==> src/hdl/servo_instruction_packet_framer_core_macros.svh <==
// Assertion macros used by the servo packet framer RTL.
`ifndef SERVO_INSTRUCTION_PACKET_FRAMER_CORE_MACROS_SVH
`define SERVO_INSTRUCTION_PACKET_FRAMER_CORE_MACROS_SVH
`ifndef SYNTH
// Same-cycle implication, sampled on clk, off during rst.
`define SIPF_ASSERT_IMPL(lbl, ante, cons, msg) \
  lbl: assert property (@(posedge clk) disable iff (rst) (ante) |-> (cons)) \
    else $error(msg);
// Next-cycle implication, sampled on clk, off during rst.
`define SIPF_ASSERT_NEXT(lbl, ante, cons, msg) \
  lbl: assert property (@(posedge clk) disable iff (rst) (ante) |=> (cons)) \
    else $error(msg);
`else
`define SIPF_ASSERT_IMPL(lbl, ante, cons, msg)
`define SIPF_ASSERT_NEXT(lbl, ante, cons, msg)
`endif
`endif

==> src/hdl/sipf_pkg.sv <==
// Types and constants of the servo instruction packet framer.
`default_nettype none
package sipf_pkg;

  localparam logic OP_READ  = 1'b0;
  localparam logic OP_WRITE = 1'b1;

  localparam logic CFG_SECOND_MODEL = 1'b0;
  localparam logic CFG_FIRST_UNUSED = 1'b1;

  localparam logic [2:0] SECOND_MODEL_RESET = 3'd4;
  localparam logic [3:0] FIRST_UNUSED_RESET = 4'd5;

  localparam int PKT_BYTES  = 13;
  localparam int READ_BYTES = 8;
  localparam logic [3:0] WRITE_LEN = 4'd13;
  localparam logic [3:0] READ_LEN  = 4'd8;

  localparam logic [7:0] HDR_BYTE     = 8'hFF;
  localparam logic [7:0] LEN_READ     = 8'h04;
  localparam logic [7:0] LEN_WRITE    = 8'h09;
  localparam logic [7:0] INS_READ     = 8'h02;
  localparam logic [7:0] INS_WRITE    = 8'h03;
  localparam logic [7:0] ADDR_PRESENT = 8'h38;
  localparam logic [7:0] ADDR_GOAL    = 8'h2A;
  localparam logic [7:0] READ_COUNT   = 8'h04;

  // First scale: trunc((A*568175 + FIRST_OFS) / (2^14 * 625))
  localparam logic signed [20:0] FIRST_MUL = 21'sd568175;
  localparam logic signed [36:0] FIRST_OFS = 37'sd5375941632;
  localparam int FIRST_SHIFT = 14;
  localparam logic [9:0]  DIV_RES = 10'd625;
  localparam logic [20:0] RECIP   = 21'd1717986;  // floor(2^30 / 625)
  localparam int RECIP_SHIFT = 30;

  // Second scale: trunc((A*325 + SECOND_OFS) / 2^11)
  localparam logic signed [9:0]  SECOND_MUL   = 10'sd325;
  localparam logic signed [24:0] SECOND_OFS   = 25'sd4167680;
  localparam logic signed [24:0] SECOND_ROUND = 25'sd2047;
  localparam int SECOND_SHIFT = 11;

  typedef logic [7:0] octet_t;
  typedef octet_t [PKT_BYTES-1:0] packet_t;

  typedef struct packed {
    logic        opcode;
    logic [2:0]  joint;
    logic [15:0] speed;
    logic        unused;
    logic        second;
  } side_t;

endpackage
`default_nettype wire

==> src/hdl/sipf_scale.sv <==
// Four-stage position scaling pipeline for both servo scales.
`default_nettype none
module sipf_scale (
  input  logic                 clk,
  input  logic                 rst,
  input  logic                 en,
  input  logic                 in_valid,
  input  logic signed [15:0]   in_angle,
  input  sipf_pkg::side_t      in_side,
  output logic                 out_valid,
  output sipf_pkg::side_t      out_side,
  output logic [15:0]          out_pos1,
  output logic [15:0]          out_pos2
);
  import sipf_pkg::*;

  logic               b_valid, c_valid, d_valid, e_valid;
  side_t              b_side, c_side, d_side, e_side;
  logic signed [36:0] b_p1;
  logic signed [24:0] b_m2;
  logic               c_neg1, d_neg1;
  logic [20:0]        c_u1, d_u1;
  logic [15:0]        c_pos2, d_pos2, e_pos2;
  logic [11:0]        d_q0;
  logic [15:0]        e_pos1;

  logic signed [36:0] p1, t1;
  logic signed [24:0] m2, t2, adj2, sh2;
  logic [36:0]        mag1;
  logic [41:0]        prod;
  logic [20:0]        back, rem;
  logic [11:0]        q1;

  always_comb begin
    p1   = 37'(in_angle) * 37'(FIRST_MUL);
    m2   = 25'(in_angle) * 25'(SECOND_MUL);
    t1   = b_p1 + FIRST_OFS;
    mag1 = t1[36] ? (37'd0 - 37'(t1)) : 37'(t1);
    t2   = b_m2 + SECOND_OFS;
    // round toward zero when negative
    adj2 = t2 + (t2[24] ? SECOND_ROUND : 25'sd0);
    sh2  = adj2 >>> SECOND_SHIFT;
    prod = 42'(c_u1) * 42'(RECIP);
    back = 21'(d_q0) * 21'(DIV_RES);
    rem  = d_u1 - back;
    q1   = d_q0 + {11'd0, (rem >= 21'(DIV_RES))};
  end

  always_ff @(posedge clk) begin
    if (rst) begin
      b_valid <= 1'b0;
      c_valid <= 1'b0;
      d_valid <= 1'b0;
      e_valid <= 1'b0;
    end else if (en) begin
      b_valid <= in_valid;
      c_valid <= b_valid;
      d_valid <= c_valid;
      e_valid <= d_valid;
    end
    if (en) begin
      b_side <= in_side;
      b_p1   <= p1;
      b_m2   <= m2;
      c_side <= b_side;
      c_neg1 <= t1[36];
      c_u1   <= mag1[FIRST_SHIFT+20:FIRST_SHIFT];
      c_pos2 <= sh2[15:0];
      d_side <= c_side;
      d_neg1 <= c_neg1;
      d_u1   <= c_u1;
      d_pos2 <= c_pos2;
      d_q0   <= prod[RECIP_SHIFT+11:RECIP_SHIFT];
      e_side <= d_side;
      e_pos2 <= d_pos2;
      e_pos1 <= d_neg1 ? (16'd0 - {4'd0, q1}) : {4'd0, q1};
    end
  end

  assign out_valid = e_valid;
  assign out_side  = e_side;
  assign out_pos1  = e_pos1;
  assign out_pos2  = e_pos2;

endmodule
`default_nettype wire

==> src/hdl/sipf_packer.sv <==
// Packet assembly stage: byte order, zeroing of unused joints, checksum.
`default_nettype none
module sipf_packer (
  input  logic              clk,
  input  logic              rst,
  input  logic              en,
  input  logic              in_valid,
  input  sipf_pkg::side_t   in_side,
  input  logic [15:0]       in_pos1,
  input  logic [15:0]       in_pos2,
  output logic              out_valid,
  output logic              out_opcode,
  output sipf_pkg::packet_t out_pkt
);
  import sipf_pkg::*;

  logic        f_valid;
  logic        f_opcode;
  packet_t     f_pkt;
  packet_t     pkt;
  logic [15:0] pos, spd;
  octet_t      id, p0, p1, s0, s1, sum;

  always_comb begin
    id  = 8'(in_side.joint) + 8'd1;
    pos = in_side.unused ? 16'd0 : (in_side.second ? in_pos2 : in_pos1);
    spd = in_side.unused ? 16'd0 : in_side.speed;
    // second model sends low byte first
    if (in_side.second && !in_side.unused) begin
      p0 = pos[7:0];
      p1 = pos[15:8];
      s0 = spd[7:0];
      s1 = spd[15:8];
    end else begin
      p0 = pos[15:8];
      p1 = pos[7:0];
      s0 = spd[15:8];
      s1 = spd[7:0];
    end
    pkt    = '0;
    pkt[0] = HDR_BYTE;
    pkt[1] = HDR_BYTE;
    pkt[2] = id;
    case (in_side.opcode)
      OP_READ: begin
        pkt[3] = LEN_READ;
        pkt[4] = INS_READ;
        pkt[5] = ADDR_PRESENT;
        pkt[6] = READ_COUNT;
        sum    = id + LEN_READ + INS_READ + ADDR_PRESENT + READ_COUNT;
        pkt[READ_BYTES-1] = ~sum;
      end
      default: begin
        pkt[3]  = LEN_WRITE;
        pkt[4]  = INS_WRITE;
        pkt[5]  = ADDR_GOAL;
        pkt[6]  = p0;
        pkt[7]  = p1;
        pkt[10] = s0;
        pkt[11] = s1;
        sum     = id + LEN_WRITE + INS_WRITE + ADDR_GOAL + p0 + p1 + s0 + s1;
        pkt[PKT_BYTES-1] = ~sum;
      end
    endcase
  end

  always_ff @(posedge clk) begin
    if (rst) begin
      f_valid <= 1'b0;
    end else if (en) begin
      f_valid <= in_valid;
    end
    if (en) begin
      f_opcode <= in_side.opcode;
      f_pkt    <= pkt;
    end
  end

  assign out_valid  = f_valid;
  assign out_opcode = f_opcode;
  assign out_pkt    = f_pkt;

endmodule
`default_nettype wire

==> src/hdl/sipf_serial.sv <==
// Byte serialiser: shifts one packet out, one byte per item.
`default_nettype none
`include "servo_instruction_packet_framer_core_macros.svh"
module sipf_serial (
  input  logic              clk,
  input  logic              rst,
  input  logic              load_valid,
  input  logic              load_opcode,
  input  sipf_pkg::packet_t load_pkt,
  output logic              load_ready,
  output logic              pkt_valid,
  input  logic              pkt_stall,
  output logic [7:0]        packet_byte,
  output logic              last_byte
);
  import sipf_pkg::*;

  packet_t    sh;
  logic [3:0] left;
  logic       take, load;

  assign pkt_valid   = (left != 4'd0);
  assign take        = pkt_valid && !pkt_stall;
  assign last_byte   = (left == 4'd1);
  // take the next packet as the checksum byte leaves
  assign load_ready  = !pkt_valid || (take && last_byte);
  assign load        = load_valid && load_ready;
  assign packet_byte = sh[0];

  always_ff @(posedge clk) begin
    if (rst) begin
      left <= 4'd0;
    end else if (load) begin
      left <= (load_opcode == OP_WRITE) ? WRITE_LEN : READ_LEN;
    end else if (take) begin
      left <= left - 4'd1;
    end
    if (load) begin
      sh <= load_pkt;
    end else if (take) begin
      sh <= {8'h00, sh[PKT_BYTES-1:1]};
    end
  end

  `SIPF_ASSERT_IMPL(a_left_range, pkt_valid, left <= WRITE_LEN, "byte count out of range")
  `SIPF_ASSERT_IMPL(a_load_on_end, load && pkt_valid, take && last_byte, "load mid packet")
  `SIPF_ASSERT_NEXT(a_keep_going, take && !last_byte, pkt_valid, "packet cut short")
  `SIPF_ASSERT_NEXT(a_drain, take && last_byte && !load, !pkt_valid, "stray byte after end")

endmodule
`default_nettype wire

==> src/hdl/servo_instruction_packet_framer_core.sv <==
// Top level of the servo instruction packet framer.
//
// Command channel (cmd_valid / cmd_stall): one item per joint command,
// opcode read or write goal, joint index, goal angle (Q3.12) and speed.
// Packet channel (pkt_valid / pkt_stall): one packet byte per item, the
// checksum byte flagged by last_byte. A read request gives 8 bytes, a
// write goal 13.
// Configuration channel (cfg_valid / cfg_ready, always ready): index 0
// selects the joint on the second servo scale, index 1 the first unused
// joint. Write only while the block is idle.
// A command passes a six-stage pipeline (input register, four scaling
// stages, assembly) and then a byte shifter, which presents the first
// byte of its packet once loaded. Throughput is one packet byte per
// cycle while pkt_stall is low, so the single output byte lane sets
// the rate at which commands can be taken.
// Reset clears all valid flags and loads the configuration defaults.
// A stall on the packet channel holds the current byte; the pipeline runs
// until assembly holds a packet, then it and the command channel stall.
`default_nettype none
module servo_instruction_packet_framer_core #(
  parameter int JOINT_SLOTS = 8
) (
  input  logic               clk,
  input  logic               rst,
  input  logic               cmd_valid,
  output logic               cmd_stall,
  input  logic               opcode,
  input  logic [2:0]         joint_index,
  input  logic signed [15:0] goal_angle,
  input  logic [15:0]        goal_speed,
  output logic               pkt_valid,
  input  logic               pkt_stall,
  output logic [7:0]         packet_byte,
  output logic               last_byte,
  input  logic               cfg_valid,
  output logic               cfg_ready,
  input  logic               cfg_index,
  input  logic [3:0]         cfg_data
);
  import sipf_pkg::*;

  logic               [2:0] second_model;
  logic               [3:0] first_unused;
  logic               en;
  logic               a_valid;
  logic signed [15:0] a_angle;
  side_t              a_side, side_in;
  logic               e_valid;
  side_t              e_side;
  logic [15:0]        e_pos1, e_pos2;
  logic               f_valid, f_opcode, ser_ready;
  packet_t            f_pkt;

  assign cfg_ready = 1'b1;
  // advance the whole pipeline when the last stage can drain
  assign en        = !f_valid || ser_ready;
  assign cmd_stall = !en;

  always_ff @(posedge clk) begin
    if (rst) begin
      second_model <= SECOND_MODEL_RESET;
      first_unused <= FIRST_UNUSED_RESET;
    end else if (cfg_valid && cfg_ready) begin
      case (cfg_index)
        CFG_SECOND_MODEL: second_model <= cfg_data[2:0];
        CFG_FIRST_UNUSED: first_unused <= cfg_data;
        default: ;
      endcase
    end
  end

  always_comb begin
    side_in.opcode = opcode;
    side_in.joint  = joint_index;
    side_in.speed  = goal_speed;
    side_in.unused = ({1'b0, joint_index} >= first_unused) ||
                     ({29'd0, joint_index} >= 32'(JOINT_SLOTS));
    side_in.second = (joint_index == second_model);
  end

  always_ff @(posedge clk) begin
    if (rst) begin
      a_valid <= 1'b0;
    end else if (en) begin
      a_valid <= cmd_valid;
    end
    if (en) begin
      a_angle <= goal_angle;
      a_side  <= side_in;
    end
  end

  sipf_scale u_scale (
    .clk       (clk),
    .rst       (rst),
    .en        (en),
    .in_valid  (a_valid),
    .in_angle  (a_angle),
    .in_side   (a_side),
    .out_valid (e_valid),
    .out_side  (e_side),
    .out_pos1  (e_pos1),
    .out_pos2  (e_pos2)
  );

  sipf_packer u_packer (
    .clk        (clk),
    .rst        (rst),
    .en         (en),
    .in_valid   (e_valid),
    .in_side    (e_side),
    .in_pos1    (e_pos1),
    .in_pos2    (e_pos2),
    .out_valid  (f_valid),
    .out_opcode (f_opcode),
    .out_pkt    (f_pkt)
  );

  sipf_serial u_serial (
    .clk         (clk),
    .rst         (rst),
    .load_valid  (f_valid),
    .load_opcode (f_opcode),
    .load_pkt    (f_pkt),
    .load_ready  (ser_ready),
    .pkt_valid   (pkt_valid),
    .pkt_stall   (pkt_stall),
    .packet_byte (packet_byte),
    .last_byte   (last_byte)
  );

endmodule
`default_nettype wire

==> config.mk <==
export PLATFORM = sky130hd
export DESIGN_NAME = servo_instruction_packet_framer_core
export DESIGN_NICKNAME = d
export VERILOG_FILES = /design/src/hdl/sipf_pkg.sv /design/src/hdl/sipf_scale.sv /design/src/hdl/sipf_packer.sv /design/src/hdl/sipf_serial.sv /design/src/hdl/servo_instruction_packet_framer_core.sv
export VERILOG_INCLUDE_DIRS = /design/src /design/src/hdl
export SDC_FILE = /design/constraint.sdc
export NUM_CORES = 2
export LEC_CHECK = 0
export ABC_AREA = 1
export BUFFER_PORTS_ARGS = -buffer_cell sky130_fd_sc_hd__buf_4
export CAP_MARGIN = 20
export CORE_ASPECT_RATIO = 0.6
export CORE_MARGIN = 1
export CORE_UTILIZATION = 45
export DETAILED_ROUTE_END_ITERATION = 8
export PLACE_DENSITY_LB_ADDON = 0.05
export SYNTH_ARGS = -nofsm -noshare
export SYNTH_HDL_FRONTEND = slang
export SYNTH_HIERARCHICAL = 1
export SYNTH_SLANG_ARGS = --single-unit
==> constraint.sdc <==
create_clock -name clk -period 7.6 [get_ports clk]
set_input_delay 0.38 -clock clk [delete_from_list [all_inputs] [get_ports clk]]
set_output_delay 0.38 -clock clk [all_outputs]
set_load 0.02 [all_outputs]
# Yosys cells after proc, flatten, opt, wreduce, memory -nomap -nowiden
# Cells that the tools add are included.
# totals
reg_bits	493
latch_bits	0
ram_bits	0
rom_bits	0
out_inout_bits	12
wordCells	132
memories	0
# op_classes
add_sub_neg	20
multipliers	4
div_mod_pow	0
order_cmp	2
eq_ne	2
shifts	0
n_mux	16
n_bitwise	3
n_reduce_logical	15
# ops
op	count
2-to-1 mux 104 bit	2
2-to-1 mux 16 bit	3
multiplier 21 x 20 -> 41 bit (second input constant)	1
2-to-1 mux 40 bit	1
adder 37 x 34 -> 37 bit (second input constant)	1
multiplier 16 x 21 -> 37 bit (second input constant)	1
2-to-1 mux 35 bit	1
subtractor 1 x 35 -> 35 bit (first input constant)	1
adder 8 bit	4
2-to-1 mux 8 bit	4
adder 25 x 12 -> 25 bit	1
adder 25 x 23 -> 25 bit (second input constant)	1
multiplier 16 x 10 -> 25 bit (second input constant)	1
>= comparator 21 x 10 -> 1 bit (second input constant)	1
multiplier 12 x 10 -> 21 bit (second input constant)	1
subtractor 21 bit	1
adder 8 x 2 -> 8 bit (second input constant)	2
adder 8 x 3 -> 8 bit (second input constant)	2
adder 8 x 6 -> 8 bit (second input constant)	2
NOT 8 bit	2
subtractor 1 x 12 -> 13 bit (first input constant)	1
adder 12 x 1 -> 12 bit	1
2-to-1 mux 12 bit	1
2-to-1 mux 11 bit	1
other kinds (15)	25

# Depth between registers and ports, before layout
# logic_depth
word_depth	9
ltp_mapped	35
depth_no_buf	35

# Hierarchy
# Netlist, hierarchy kept.
# by_module_without_submodules
mod	instances	cells_per_inst	area_per_inst_um2
sipf_scale	1	3220	30389.1
sipf_serial	1	485	4754.6
sipf_packer	1	358	3482.1
servo_instruction_packet_framer_core	1	104	1581.5

# Worst setup path before layout
# OpenSTA, ideal clock, no wires.
# synth_path
path_kind	flip-flop to flip-flop
from	register u_serial.left[0]
to	register a_valid
setup_time_ns	0.146
arrival_ns	6.299
slack_ns	1.156
stages_incl_launch_ff	10
path_buffers	0
synth_period_minus_slack_ns	6.444
cell_sequence	dfxtp_1 inv_1 ha_1 nand2_2 nand2_2 inv_1 nand2_2 inv_1 nor2_1 nor2_1
# synth_via
elab_chain_len	5
word_cells_on_any_way	7
# synth_lines
element	line_no	source
start, declared	sipf_serial.sv:19	logic [3:0] left;
start signal, assigned	sipf_serial.sv:34	left <= (load_opcode == OP_WRITE) ? WRITE_LEN : READ_LEN;
start signal, assigned	sipf_serial.sv:36	left <= left - 4'd1;
nonzero test 4 bit (*)	sipf_serial.sv:22	assign pkt_valid = (left != 4'd0);
named net pkt_valid	servo_instruction_packet_framer_core.sv:31	output logic pkt_valid,
logical AND 1 bit	sipf_serial.sv:23	assign take = pkt_valid && !pkt_stall;
logical AND 1 bit	sipf_serial.sv:26	assign load_ready = !pkt_valid || (take && last_byte);
logical OR 1 bit (*)	sipf_serial.sv:26	
named net ser_ready	servo_instruction_packet_framer_core.sv:51	logic f_valid, f_opcode, ser_ready;
logical OR 1 bit (*)	servo_instruction_packet_framer_core.sv:56	assign en = !f_valid || ser_ready;
named net en	servo_instruction_packet_framer_core.sv:44	logic en;
end signal, assigned	servo_instruction_packet_framer_core.sv:85	a_valid <= cmd_valid;
end, declared	servo_instruction_packet_framer_core.sv:45	logic a_valid;
# The timed path passes the listed nets; every way through them passes the cells marked *.
# A chain may end at the register's enable or synchronous reset.

# Worst setup path in the final report
# layout_path
from	register u_scale.d_q0[5]
to	register u_scale.e_pos1[11], in the netlist u_scale/out_pos1[11], data pin
# layout_via
elab_chain_len	6
# layout_lines
element	line_no	source
start, declared	sipf_scale.sv:24	logic [11:0] d_q0;
start signal, assigned	sipf_scale.sv:73	d_q0 <= prod[RECIP_SHIFT+11:RECIP_SHIFT];
multiplier 12 x 10 -> 21 bit	sipf_scale.sv:44	back = 21'(d_q0) * 21'(DIV_RES);
subtractor 21 bit	sipf_scale.sv:45	rem = d_u1 - back;
>= comparator 21 x 10 -> 1 bit	sipf_scale.sv:46	q1 = d_q0 + {11'd0, (rem >= 21'(DIV_RES))};
adder 12 x 1 -> 12 bit (*)	sipf_scale.sv:46	
subtractor 1 x 12 -> 13 bit	sipf_scale.sv:76	e_pos1 <= d_neg1 ? (16'd0 - {4'd0, q1}) : {4'd0, q1};
2-to-1 mux 12 bit (*)	sipf_scale.sv:76	
end signal, assigned	sipf_scale.sv:76	
end, declared	sipf_scale.sv:25	logic [15:0] e_pos1;
# Every way passes the cells marked *; elsewhere a longest branch is shown, timed or not.

==> summary.md <==
| Metric | Value |
|---|---|
| Boundary Pins | `58` |
| DP Wirelength | `81.6 mm` |
| R2r setup slk | `0.76 ns` |
| Period utilisation layout | `90.0%` |
| Setup Skew | `0.0328 ns` |
| Startpoint class of the critical path | `flop` |
| Resize count post-CTS | `0` |
| Initial antenna violation count | `1` |
| Root Buffer | `clkbuf_16` |
| Crit path arrival time | `7.21 ns` |
| Cts hold-fix bufs | `40` |
| Post-synth EDFFs | `448` |
| Distinct cells, synth | `57` |
| Total grt overflow | `0` |
| Deepest clock path buffer count | `3` |
| Worst slew margin | `37.1%` |
| Vias in the first global route | `25.6k` |
| Pre-antenna DRT Iters | `5` |
| Post-Syn Area | `0.0402 mm²` |
| Setup TNS | `0 ns` |
| Skew-Pair Late Insertion Delay | `0.62 ns` |
| Seq/Total Area, Yosys | `34.3%` |
| Fmax | `146 MHz` |
| Post-CTS Setup Bufs | `0` |
| Starting DRT DRC Count | `2142` |
| Vias | `26.9k` |
| Async SR Flop Fraction | `0%` |
| WL final | `101 mm` |
| Share of layout cells above drive strength 1 | `4.81%` |
| Starting Density | `45.7%` |
| Final RePlAce weighted congestion | `0.901` |
| Max-Cap Viols | `0` |
| Synth Register Bits | `465` |
| Synth Flop Type | `edfxtp_1` |
| Post-Syn Instances | `4167` |
| R2R cell count | `27` |
| Post-synth top area cell | `edfxtp_1` |
| Die ar. | `0.0906 mm²` |
| Setup violators final | `0` |
| GRT Overall Usage | `22.9%` |
| Hold Violations, Final | `0` |
| Largest net degree at the start of global routing | `129` |
| CTS tree | `yes` |
| Critical path type | `reg -> reg` |
| Routed WL per cell | `18.4 µm` |
| Area Growth Syn to Fin | `8.53%` |
| Top cell type's share of synthesized area | `33.5%` |
| Fillers | `8247` |
| Crit-path max cell delay | `0.57 ns` |
| Synth warn | `6` |
| Clock transition at the registers of the reported paths | `0.07 ns` |
| Post-route ant nets | `0` |
| CP Capture Type | `flop` |
| Slowest cell on crit path | `edfxtp_1` |
| Min-delay worst type | `in -> reg` |
| Period minus WS final | `6.84 ns` |
| CTS buffer count | `47` |
| Hold Path Depth | `3` |
| CP max FO | `8` |
| Die height | `234 µm` |
| Nets | `5178` |
| Routed vias/inst | `4.92` |
| Core area | `0.0881 mm²` |
| Row Count | `84` |
| WP data required | `7.97 ns` |
| Clock Sink Count | `465` |
| H-tree levels | `2` |
| DIE WIDTH | `388 µm` |
| Final Max Tran Viols | `0` |
| Avg Inst Size Synth | `9.65 µm²` |
| DRC | `0` |
| Slew @ Worst Pin | `0.943 ns` |
| Main area contributors after synthesis | `edfxtp_1, fa_1, ha_1` |
| First-pass GRT wire length | `157 mm` |
| PortBufs | `56` |
| Outcome | `complete, no violations` |
| Unrepaired setup endpoints after global routing | `false` |
-- stage by stage --
| step | cells | setup slack [ns] | utilization (%) | hold WS [ns] | area (µm²) |
|---|---|---|---|---|---|
| finish | 5471 | 0.763 | 49.5 | 0.0403 | 43600 |
| global route | 5469 | 0.155 | 49.5 | 0.0472 | 43600 |
| CTS | 5469 | 0.820 | 49.5 | 0.00119 | 43600 |
| detailed placement | 5341 | 0.832 | 47.3 | 0.405 | 41600 |
| global placement | 5341 | 0.857 | 47.3 | 0.401 | 41600 |
| floorplan | 4219 | 1.16 | - | 0.400 | 40400 |
-- routing by layer --
metal / track usage (%) / wire length [µm] / up-vias
li1: - / - / 13427
met1: 41.9 / 59900 / 12720
met2: 25.1 / 31500 / 701
met3: 5.41 / 8430 / 53
met4: 2.62 / 862 / 0
met5: 0 / 0 / -
-- synthesized netlist by cell type, types with 3 or more instances --
cell type  instances
nand4_1           43
nand3_2            3
nor2_2             9
o21bai_1          17
nand3b_1          11
buf_6              8
a21boi_0           4
nor3_1            30
buf_1              4
nor2_4             4
nand2_1          840
o22ai_1            5
a21o_1            23
buf_4             76
edfxtp_1         448
inv_1            865
o21ai_1            7
a22oi_1           16
ha_1             513
xnor2_1           41
or2_2              3
o21ai_0           89
nor2_1           238
dfxtp_1           17
conb_1             3
inv_2             14
a21oi_1          149
o211ai_1           8
nand3_1          142
buf_2             19
a31oi_1           14
a22o_1             3
fa_1             350
xor2_1            92
nand2_2           24
nor4_1             7
-- cell families (layout without fill, tap and decap cells) --
logic type                 Yosys count  after routing  share of synthesized area [%]
other                                3             57                         0.0280
AOI/OAI and AO/OA                  351            351                           5.02
and+or+nand+nor                   1361           1361                           14.1
adders and majority gates          863            863                           33.4
muxes                                1              1                         0.0249
DFF                                465            465                           34.3
buffers and inverters              988           1077                           10.2
xor gates and xnor gates           135            135                           3.01
-- worst paths after layout --
kind | startpoint | endpoint
max | u_scale/d_q0[5] | u_scale/out_pos1[11]
min reg2reg | u_scale/b_side[19] | u_scale/c_side[19]
max reg2reg | u_scale/d_q0[5] | u_scale/out_pos1[11]
min | cfg_data[1] | second_model[1]
-- placed cells by master, fill, tap and decap left out, types with 40 or more instances in the layout --
cell type        n
a21oi_1        149
buf_4           68
clkbuf_16       48
conb_1          55
dlygate4sd3_1   40
edfxtp_1       448
fa_1           350
ha_1           513
inv_1          865
nand2_1        839
nand3_1        142
nand4_1         43
nor2_1         238
o21ai_0         89
xnor2_1         41
xor2_1          92
-- area by class of cell --
type                            count  area [µm²]  share of cell area [%]
Tap cell                         1161        1450                    3.33
Clock buffer                       66        1320                    3.02
Multi-Input combinational cell   2766       22500                    51.7
Clock inverter                     22         267                   0.611
Sequential cell                   465       13800                    31.6
Antenna cell                        2        5.00                  0.0115
Inverter                          879        3300                    7.56
Timing Repair Buffer              110         951                    2.18
-- worst max-delay path: cells and delay by family, from the launching register on --
family                     cells  cell delay, ns
adders and majority gates      8            3.22
and+or+nand+nor                9            1.08
AOI/OAI and AO/OA              3            0.88
xor gates and xnor gates       3            0.66
DFF                            1            0.57
buffers and inverters          4            0.20
-- flip-flops by register name, indices dropped and copies added, names as in the netlist, 12 cells and up --
register	flops
u_scale/d_q0	12
u_packer/out_pkt	46
u_scale/c_pos2	14
u_serial/sh	96
u_scale/d_side	22
u_scale/out_pos2	14
u_scale/d_pos2	14
u_scale/out_pos1	13
u_scale/c_u1	21
a_side	22
u_scale/b_side	22
u_scale/d_u1	21
u_scale/b_m2	24
u_scale/c_side	22
u_scale/out_side	22
u_scale/b_p1	37
a_angle	16
Power is not shown: default switching activity piles up to over one toggle a cycle in this logic, so the estimate is an artifact.
